### src/rtl/bpa_pkg.sv
// bpa_pkg: shared types, constants and helper functions of the buddy page allocator
`default_nettype none
package bpa_pkg;

   localparam int PAGE_W    = 12;
   localparam int CNT_W     = 13;
   localparam int ORD_W     = 4;
   localparam int LINK_W    = 13;
   localparam int LIST_W    = 5;
   localparam int TOP_ORDER = 10;
   localparam int NLISTS    = 2 * (TOP_ORDER + 1);
   localparam int MAX_PAGES = 4096;
   localparam int META_W    = 6;
   localparam int CSR_IDX_W = 1;
   localparam int REQ_DW    = 32;
   localparam int REQ_UW    = 2;
   localparam int RSP_DW    = 24;

   localparam logic [LINK_W-1:0] EMPTY   = LINK_W'(MAX_PAGES);
   localparam logic [CNT_W-1:0]  CNT_MAX = {CNT_W{1'b1}};
   localparam logic [CNT_W-1:0]  MANAGED_MAX = CNT_W'(MAX_PAGES);

   localparam logic [CSR_IDX_W-1:0] REG_HIGH_ZONE = 1'd0;
   localparam logic [CSR_IDX_W-1:0] REG_TOTAL     = 1'd1;

   typedef enum logic [1:0] {
      REQ_ADD       = 2'd0,
      REQ_ALLOC_LOW = 2'd1,
      REQ_ALLOC_ANY = 2'd2,
      REQ_FREE      = 2'd3
   } req_kind_type;

   typedef enum logic [1:0] {
      ST_OK      = 2'd0,
      ST_NOFREE  = 2'd1,
      ST_INVALID = 2'd2
   } rsp_code_type;

   // per-page block descriptor
   typedef struct packed {
      logic             head;
      logic             in_use;
      logic [ORD_W-1:0] ord;
   } meta_type;

   typedef enum logic [4:0] {
      S_CLEAR, S_IDLE, S_DECODE, S_ADD_RD, S_ADD_TST, S_ADD_Z0, S_ADD_Z1, S_CARVE,
      S_PUSH_A, S_PUSH_B, S_AL_SRCH, S_AL_UNL, S_AL_SPLIT, S_AL_FIN,
      S_FR_TST, S_FR_CHK, S_FR_BUD, S_FR_PUSH, S_RESULT
   } state_type;

   typedef enum logic [4:0] {
      OP_NOP, OP_CLEAR, OP_LOAD, OP_DECODE, OP_SCAN_RD, OP_SCAN_NEXT, OP_CARVE_Z0,
      OP_CARVE_Z1, OP_CARVE_STEP, OP_PUSH_A, OP_PUSH_B, OP_SRCH, OP_UNLINK_HEAD,
      OP_SPLIT, OP_ALLOC_FIN, OP_FREE_INIT, OP_BUD_RD, OP_BUD_MERGE, OP_FREE_PUSH,
      OP_RESULT
   } op_type;

   typedef struct packed {
      op_type       op;
      rsp_code_type code;
      logic         alloc;
   } cmd_type;

   typedef struct packed {
      req_kind_type kind;
      logic clr_last;
      logic add_empty;
      logic add_oob;
      logic head_hit;
      logic scan_end;
      logic need_z0;
      logic need_z1;
      logic carve_done;
      logic zone_hi;
      logic tail_valid;
      logic alloc_bad;
      logic list_hit;
      logic srch_last;
      logic split_more;
      logic free_bad_idx;
      logic free_bad_meta;
      logic top_ord;
      logic bud_out;
      logic bud_bad;
      logic rsp_busy;
   } dp_status_type;

   // largest order that fits in len, capped at the top order
   function automatic logic [ORD_W-1:0] fit_order(input logic [CNT_W-1:0] len);
      logic [ORD_W-1:0] r;
      r = '0;
      for (int i = 0; i < CNT_W; i++) begin
         if (len[i]) r = ORD_W'(i);
      end
      if (r > ORD_W'(TOP_ORDER)) r = ORD_W'(TOP_ORDER);
      return r;
   endfunction

   // smallest order whose block holds c pages (c at least one)
   function automatic logic [ORD_W-1:0] ceil_order(input logic [CNT_W-1:0] c);
      logic [CNT_W-1:0] v;
      logic [ORD_W-1:0] r;
      v = c - CNT_W'(1);
      r = '0;
      for (int i = 0; i < CNT_W; i++) begin
         if (v[i]) r = ORD_W'(i + 1);
      end
      return r;
   endfunction

   function automatic logic [LIST_W-1:0] list_idx(input logic z, input logic [ORD_W-1:0] o);
      return LIST_W'(o) + (z ? LIST_W'(TOP_ORDER + 1) : LIST_W'(0));
   endfunction

   function automatic logic [CNT_W-1:0] sat_add(input logic [CNT_W-1:0] a,
                                                 input logic [CNT_W-1:0] b);
      logic [CNT_W:0] s;
      s = {1'b0, a} + {1'b0, b};
      return (s > {1'b0, CNT_MAX}) ? CNT_MAX : s[CNT_W-1:0];
   endfunction

   function automatic logic [CNT_W-1:0] sat_sub(input logic [CNT_W-1:0] a,
                                                 input logic [CNT_W-1:0] b);
      return (a > b) ? a - b : '0;
   endfunction

endpackage
`default_nettype wire

### src/rtl/bpa_ctrl.sv
// bpa_ctrl: sequencer that steps the datapath through add, allocate and free
`default_nettype none
module bpa_ctrl (
   input  wire logic                   clock,
   input  wire logic                   reset,
   input  wire logic                   req_tvalid,
   output logic                        req_tready,
   input  wire bpa_pkg::dp_status_type stat,
   output bpa_pkg::cmd_type            cmd
);
   import bpa_pkg::*;

   state_type    state_ff, state_in;
   state_type    ret_ff, ret_in;
   rsp_code_type code_ff, code_in;
   logic         alloc_ff, alloc_in;

   // state registers
   always_ff @(posedge clock) begin
      if (reset) begin
         state_ff <= S_CLEAR;
         ret_ff   <= S_IDLE;
         code_ff  <= ST_OK;
         alloc_ff <= 1'b0;
      end else begin
         state_ff <= state_in;
         ret_ff   <= ret_in;
         code_ff  <= code_in;
         alloc_ff <= alloc_in;
      end
   end

   // next state and commands
   always_comb begin
      state_in   = state_ff;
      ret_in     = ret_ff;
      code_in    = code_ff;
      alloc_in   = alloc_ff;
      req_tready = 1'b0;
      cmd        = '{op: OP_NOP, code: code_ff, alloc: alloc_ff};
      unique case (state_ff)
         S_CLEAR: begin
            cmd.op = OP_CLEAR;
            if (stat.clr_last) state_in = S_IDLE;
         end
         S_IDLE: begin
            req_tready = 1'b1;
            if (req_tvalid) begin
               cmd.op   = OP_LOAD;
               state_in = S_DECODE;
               code_in  = ST_OK;
               alloc_in = 1'b0;
            end
         end
         S_DECODE: begin
            cmd.op = OP_DECODE;
            unique case (stat.kind)
               REQ_ADD: begin
                  if (stat.add_empty) begin
                     state_in = S_RESULT;
                  end else if (stat.add_oob) begin
                     code_in  = ST_INVALID;
                     state_in = S_RESULT;
                  end else begin
                     state_in = S_ADD_RD;
                  end
               end
               REQ_ALLOC_LOW, REQ_ALLOC_ANY: begin
                  if (stat.alloc_bad) begin
                     code_in  = ST_INVALID;
                     state_in = S_RESULT;
                  end else begin
                     state_in = S_AL_SRCH;
                  end
               end
               REQ_FREE: begin
                  if (stat.free_bad_idx) begin
                     code_in  = ST_INVALID;
                     state_in = S_RESULT;
                  end else begin
                     state_in = S_FR_TST;
                  end
               end
               default: state_in = S_RESULT;
            endcase
         end
         S_ADD_RD: begin
            cmd.op   = OP_SCAN_RD;
            state_in = S_ADD_TST;
         end
         S_ADD_TST: begin
            cmd.op = OP_SCAN_NEXT;
            priority if (stat.head_hit) begin
               code_in  = ST_INVALID;
               state_in = S_RESULT;
            end else if (stat.scan_end) begin
               state_in = S_ADD_Z0;
            end else begin
               state_in = S_ADD_RD;
            end
         end
         S_ADD_Z0: begin
            cmd.op   = OP_CARVE_Z0;
            state_in = stat.need_z0 ? S_CARVE : S_ADD_Z1;
         end
         S_ADD_Z1: begin
            cmd.op   = OP_CARVE_Z1;
            state_in = stat.need_z1 ? S_CARVE : S_RESULT;
         end
         S_CARVE: begin
            cmd.op = OP_CARVE_STEP;
            if (stat.carve_done) begin
               state_in = stat.zone_hi ? S_RESULT : S_ADD_Z1;
            end else begin
               ret_in   = S_CARVE;
               state_in = S_PUSH_A;
            end
         end
         S_PUSH_A: begin
            cmd.op   = OP_PUSH_A;
            state_in = stat.tail_valid ? S_PUSH_B : ret_ff;
         end
         S_PUSH_B: begin
            cmd.op   = OP_PUSH_B;
            state_in = ret_ff;
         end
         S_AL_SRCH: begin
            cmd.op = OP_SRCH;
            priority if (stat.list_hit) begin
               state_in = S_AL_UNL;
            end else if (stat.srch_last) begin
               code_in  = ST_NOFREE;
               state_in = S_RESULT;
            end else begin
               state_in = S_AL_SRCH;
            end
         end
         S_AL_UNL: begin
            cmd.op   = OP_UNLINK_HEAD;
            state_in = S_AL_SPLIT;
         end
         S_AL_SPLIT: begin
            cmd.op = OP_SPLIT;
            if (stat.split_more) begin
               ret_in   = S_AL_SPLIT;
               state_in = S_PUSH_A;
            end else begin
               state_in = S_AL_FIN;
            end
         end
         S_AL_FIN: begin
            cmd.op   = OP_ALLOC_FIN;
            alloc_in = 1'b1;
            state_in = S_RESULT;
         end
         S_FR_TST: begin
            cmd.op = OP_FREE_INIT;
            if (stat.free_bad_meta) begin
               code_in  = ST_INVALID;
               state_in = S_RESULT;
            end else begin
               state_in = S_FR_CHK;
            end
         end
         S_FR_CHK: begin
            cmd.op   = OP_BUD_RD;
            state_in = (stat.top_ord || stat.bud_out) ? S_FR_PUSH : S_FR_BUD;
         end
         S_FR_BUD: begin
            cmd.op   = OP_BUD_MERGE;
            state_in = stat.bud_bad ? S_FR_PUSH : S_FR_CHK;
         end
         S_FR_PUSH: begin
            cmd.op   = OP_FREE_PUSH;
            ret_in   = S_RESULT;
            state_in = S_PUSH_A;
         end
         S_RESULT: begin
            cmd.op = OP_RESULT;
            if (!stat.rsp_busy) state_in = S_IDLE;
         end
         default: state_in = S_IDLE;
      endcase
   end
endmodule
`default_nettype wire

### config.mk
export PLATFORM = sky130hd
export DESIGN_NAME = bpa_ctrl
export DESIGN_NICKNAME = d
export VERILOG_FILES = /design/src/rtl/bpa_pkg.sv /design/src/rtl/bpa_ctrl.sv
export SDC_FILE = /design/constraint.sdc
export NUM_CORES = 1
export LEC_CHECK = 0
export BUFFER_PORTS_ARGS = -buffer_cell sky130_fd_sc_hd__buf_2
export CAP_MARGIN = 40
export CORE_MARGIN = 10
export CORE_UTILIZATION = 35
export DETAILED_ROUTE_END_ITERATION = 7
export MAX_ROUTING_LAYER = met4
export PLACE_DENSITY = 0.66
export SYNTH_ARGS = -nofsm -noshare
export SYNTH_HDL_FRONTEND = slang
export SYNTH_SLANG_ARGS = --single-unit
### constraint.sdc
create_clock -name clock -period 2 [get_ports clock]
set_input_delay 0.4 -clock clock [delete_from_list [all_inputs] [get_ports clock]]
set_output_delay 0.4 -clock clock [all_outputs]
set_load 0.02 [all_outputs]
# After elaboration in Yosys (flattened, before gate mapping)

Index checks and enable logic that the tools add are counted.

Bits in registers: 13
Input port bits: 25

Equal/unequal tests: 34
Muxes and demuxes: 41
Reduce and logical (&&, ||, !) cells: 11

Operator list:

| operator             | number |
|---|---|
| $pmux W5 S19         | 2 |
| $mux W5              | 18 |
| $eq A5 B4 Y1 const B | 8 |
| $pmux W5 S3          | 2 |
| $eq A5 B3 Y1 const B | 4 |
| $mux W2              | 10 |
| $ne A2 B2 Y1 const B | 9 |
| $eq A5 B5 Y1 const B | 3 |
| $ne A3 B3 Y1 const B | 4 |
| $eq A5 B2 Y1 const B | 2 |
| $pmux W2 S5          | 1 |
| $reduce_and A10 Y1   | 1 |
| $mux W3              | 2 |
| $pmux W2 S3          | 1 |
| $reduce_and A3 Y1    | 2 |
| $eq A5 B1 Y1 const B | 1 |
| $logic_not A5 Y1     | 1 |
| $reduce_bool A5 Y1   | 1 |
| $eq A2 B2 Y1 const B | 2 |
| $mux W1              | 4 |
| $reduce_bool A3 Y1   | 1 |
| $eq A2 B1 Y1 const B | 1 |
| $logic_not A2 Y1     | 1 |
| $pmux W1 S2          | 1 |
| other kinds (4)      | 4 |

# Logic depth before layout (Yosys ltp)

Depth after elaboration: 4
Mapped depth: 7
Mapped depth without buffers: 7

# Least setup slack after synthesis

No wires, ideal clock.

Path kind: reg2out
From: reg state_ff[2]
To: out req_tready
Arrival time: 1.462 ns
Data required time: 1.600 ns
Slack: 0.138 ns
Cell stages (with the launch flop): 5
Buffers on the path: 3
Path through: dfxtp_1 > buf_6 > buf_6 > buf_2 > nor4_1

Cells in the longest elaborated chain, start to end: 2

RTL lines:

| element                  | line           | RTL |
|---|---|---|
| start: declaration       | bpa_ctrl.sv:13 | `state_type state_ff, state_in;` |
| start signal: assignment | bpa_ctrl.sv:26 | `state_ff <= state_in;` |
| $eq A5 B1 Y1             | bpa_ctrl.sv:41 | `unique case (state_ff)` |
| $mux W1                  | bpa_ctrl.sv:41 |  |
| end: declaration         | bpa_ctrl.sv:7  | `output logic req_tready,` |

No other way between the ends.

==> impl_metrics.json <==
{
  "status": "finished, final reports clean",
  "fin_ws_ns": 0.111,
  "grt_max_degree": 32,
  "placed_cells": 249,
  "end_kind": "primary output",
  "critPathSlowestCell": "dfxtp_1",
  "fmax_mhz": 529,
  "crit_required_ns": 1.60,
  "clk_pin_slew_worst_paths_ns": 0.06,
  "synthCells": 175,
  "drive_above_1_share": 0.332,
  "clk_latency_ns": 0.25,
  "slew_violations": 0,
  "maxSlewHeadroom": 0.662,
  "peakVddDrop_uv": 276,
  "max_stage_delay_ns": 0.45,
  "min_from": "ret_ff[0]$_SDFFE_PP1P_",
  "avgSynthCellArea_um2": 7.83,
  "cts_resized": 0,
  "crit_path_start_kind": "flip-flop",
  "hold_ws_ns": 0.462,
  "synth-edff-count": 0,
  "grt_pass1_wl_um": 7000,
  "path_class": "flip-flop to primary output",
  "async_flop_share": 0,
  "initial_core_util": 0.369,
  "clkSinkCount": 13,
  "synth_area_um2": 1370,
  "place_area_um2": 1550,
  "drt_wl_total_um": 4330,
  "area_growth_pct": 16.8,
  "total_leakage_power_uw": 0.000646,
  "antenna_cells": 0,
  "min_period_over_period": 0.945,
  "min_period_ns": 1.89,
  "seq_area_frac_synth": 0.190,
  "vias": 1430,
  "ios": 34,
  "dieWidth_um": 82.6,
  "grt_setup_unrepaired": "no",
  "die_y_um": 82.6,
  "post-route-drc-count": 0,
  "fin_skew_ns": 0.000884,
  "dieArea_um2": 6820,
  "ys_types": 64,
  "syn_nets": 202,
  "cts_htree_levels": 1,
  "hp-class": "flip-flop to flip-flop",
  "ant_nets": 0,
  "gp_congestion": 0.952,
  "wl_per_cell_um": 17.1,
  "dr.first_iter.drc_count": 216,
  "critPathMaxFanout": 8,
  "gr-total-overflow": 0,
  "design_area_um2": 1600,
  "synth-seq-cells": 13,
  "path_cells": "nor2b_1 -> nand2_1 -> o21ai_0 -> buf_2",
  "cts_buffers": 3,
  "final_cells": 253,
  "arrival_ns": 1.49,
  "rows": 22,
  "place_hpwl_um": 3420,
  "setup-violations-final": 0,
  "holdBufCountCts": 0,
  "r2r_start": "state_ff[3]$_SDFFE_PP0P_",
  "synthFlopType": "dfxtp_1",
  "via_per_inst": 5.65,
  "maxCapViolations": 0,
  "grt_pass1_vias": 1392,
  "clk_path_buf_depth": 2,
  "cts_setup_buffers": 0,
  "finalHoldViolCount": 0,
  "drtPass1Iterations": 5,
  "fill_cells": 390,
  "tns_ns": 0,
  "post-place-ws_ns": 0.212,
  "grtUsageTotal": 0.133,
  "antenna_found_initial": 0,
  "core_um2": 3720,
  "startpoint": "state_ff[3]$_SDFFE_PP0P_",
  "yosysWarnings": 0,
  "layout.nets": 233,
  "worst_pin_slew_ns": 0.505,
  "io_buffer_count": 33,
  "r2r_slack_ns": 0.24,
  "power_density_nw_per_um2": 635,
  "cts_tree": "done",
  "cts-root-buf": "clkbuf_8"
}
## power breakdown
group	internal (uW)	switching (uW)	leakage, uW
registers	274	26.3	0.000106
clock network	141	111	0.0000228
logic	191	272	0.000517
## cell usage after synthesis (2+ instances only)
| master | count | area share |
|---|---|---|
| nor3b_1 | 2 | 0.011 |
| xnor2_1 | 3 | 0.019 |
| dfxtp_1 | 13 | 0.19 |
| nor3_1 | 5 | 0.018 |
| ha_1 | 2 | 0.018 |
| o41ai_1 | 2 | 0.013 |
| nor2_1 | 8 | 0.022 |
| o32ai_2 | 2 | 0.024 |
| inv_1 | 10 | 0.027 |
| nand3_1 | 5 | 0.018 |
| nor2b_1 | 6 | 0.027 |
| o31ai_1 | 2 | 0.011 |
| a221oi_1 | 2 | 0.013 |
| nand4_1 | 2 | 0.0091 |
| buf_6 | 3 | 0.025 |
| buf_2 | 4 | 0.015 |
| a31oi_1 | 5 | 0.023 |
| mux2i_1 | 3 | 0.022 |
| nand2b_1 | 6 | 0.027 |
| o21ai_1 | 2 | 0.0073 |
| nor4_1 | 3 | 0.014 |
| buf_4 | 6 | 0.033 |
| a2bb2oi_1 | 2 | 0.013 |
| nor2_4 | 3 | 0.025 |
| nand2_1 | 14 | 0.038 |
| o21ai_0 | 7 | 0.026 |
| o211ai_1 | 2 | 0.011 |
| a21oi_1 | 15 | 0.055 |
## critical path: cells and delay by family (launching register included)
| kind | cells | cell delay (ns) |
|---|---|---|
| AOI/OAI and AO/OA | 1 | 0.09 |
| buffers and inverters | 1 | 0.19 |
| DFF | 1 | 0.45 |
| and+or+nand+nor | 2 | 0.51 |
## path summary, 6_finish.rpt
path / depth (start not counted) / to
max: 4 / cmd[7]
min: 2 / ret_ff[0]$_SDFFE_PP1P_
max reg2reg: 5 / state_ff[0]$_SDFFE_PP0P_
min reg2reg: 2 / ret_ff[0]$_SDFFE_PP1P_
## state kept, by name, indices dropped and copies added, names as in the netlist
| register | cells |
|---|---|
| code_ff | 2 |
| ret_ff | 5 |
| alloc_ff | 1 |
| state_ff | 5 |
## layout make-up
class	count	area, um^2	share of cell area
Timing Repair Buffer	41	238	0.149
Clock buffer	4	45.0	0.0281
Tap cell	48	60.1	0.0375
Multi-Input combinational cell	136	952	0.595
Sequential cell	13	264	0.165
Inverter	11	41.3	0.0258
## routing by layer
layer	GRT usage	vias up	wire length, um
met5	-	-	0
met4	0.0351	0	57
met3	0.0302	6	514
met2	0.183	88	1690
met1	0.187	633	2060
li1	-	703	-
## kinds of logic after synthesis
kind of cell / after synthesis / share of synthesized area
xor gates and xnor gates: 4 / 0.0256
AOI/OAI and AO/OA: 54 / 0.288
and+or+nand+nor: 73 / 0.342
DFF: 13 / 0.190
muxes: 3 / 0.0219
adders and majority gates: 2 / 0.0183
buffers and inverters: 26 / 0.115
## through the flow
stage,total power (uW),utilization
2_1_floorplan,652,-
3_3_place_gp,763,0.418
3_5_place_dp,761,0.418
4_1_cts,1010,0.430
5_1_grt,1080,0.431
6_report,1020,0.431
## cells in the final DEF (no fill, tap or decap), drive strengths merged, types with 2 or more instances in the layout
master | synthesis | routed
nand2b | 6 | 6
ha | 2 | 2
buf | 13 | 41
mux2i | 3 | 3
xnor2 | 3 | 3
nor4 | 3 | 3
nand3 | 6 | 6
a2bb2oi | 2 | 2
dfxtp | 13 | 13
and3 | 2 | 2
a221oi | 2 | 2
and2 | 3 | 3
a31oi | 5 | 5
nor2 | 11 | 11
a21oi | 15 | 15
nor3b | 3 | 3
nor3 | 6 | 6
nand2 | 14 | 14
o211ai | 2 | 2
and2b | 2 | 2
nor2b | 8 | 8
o31ai | 2 | 2
o32ai | 2 | 2
o41ai | 2 | 2
nand4 | 2 | 2
inv | 11 | 11
o21ai | 10 | 10
o22ai | 2 | 2
clkbuf | 2 | 4
(Power assumes the default switching activity.)
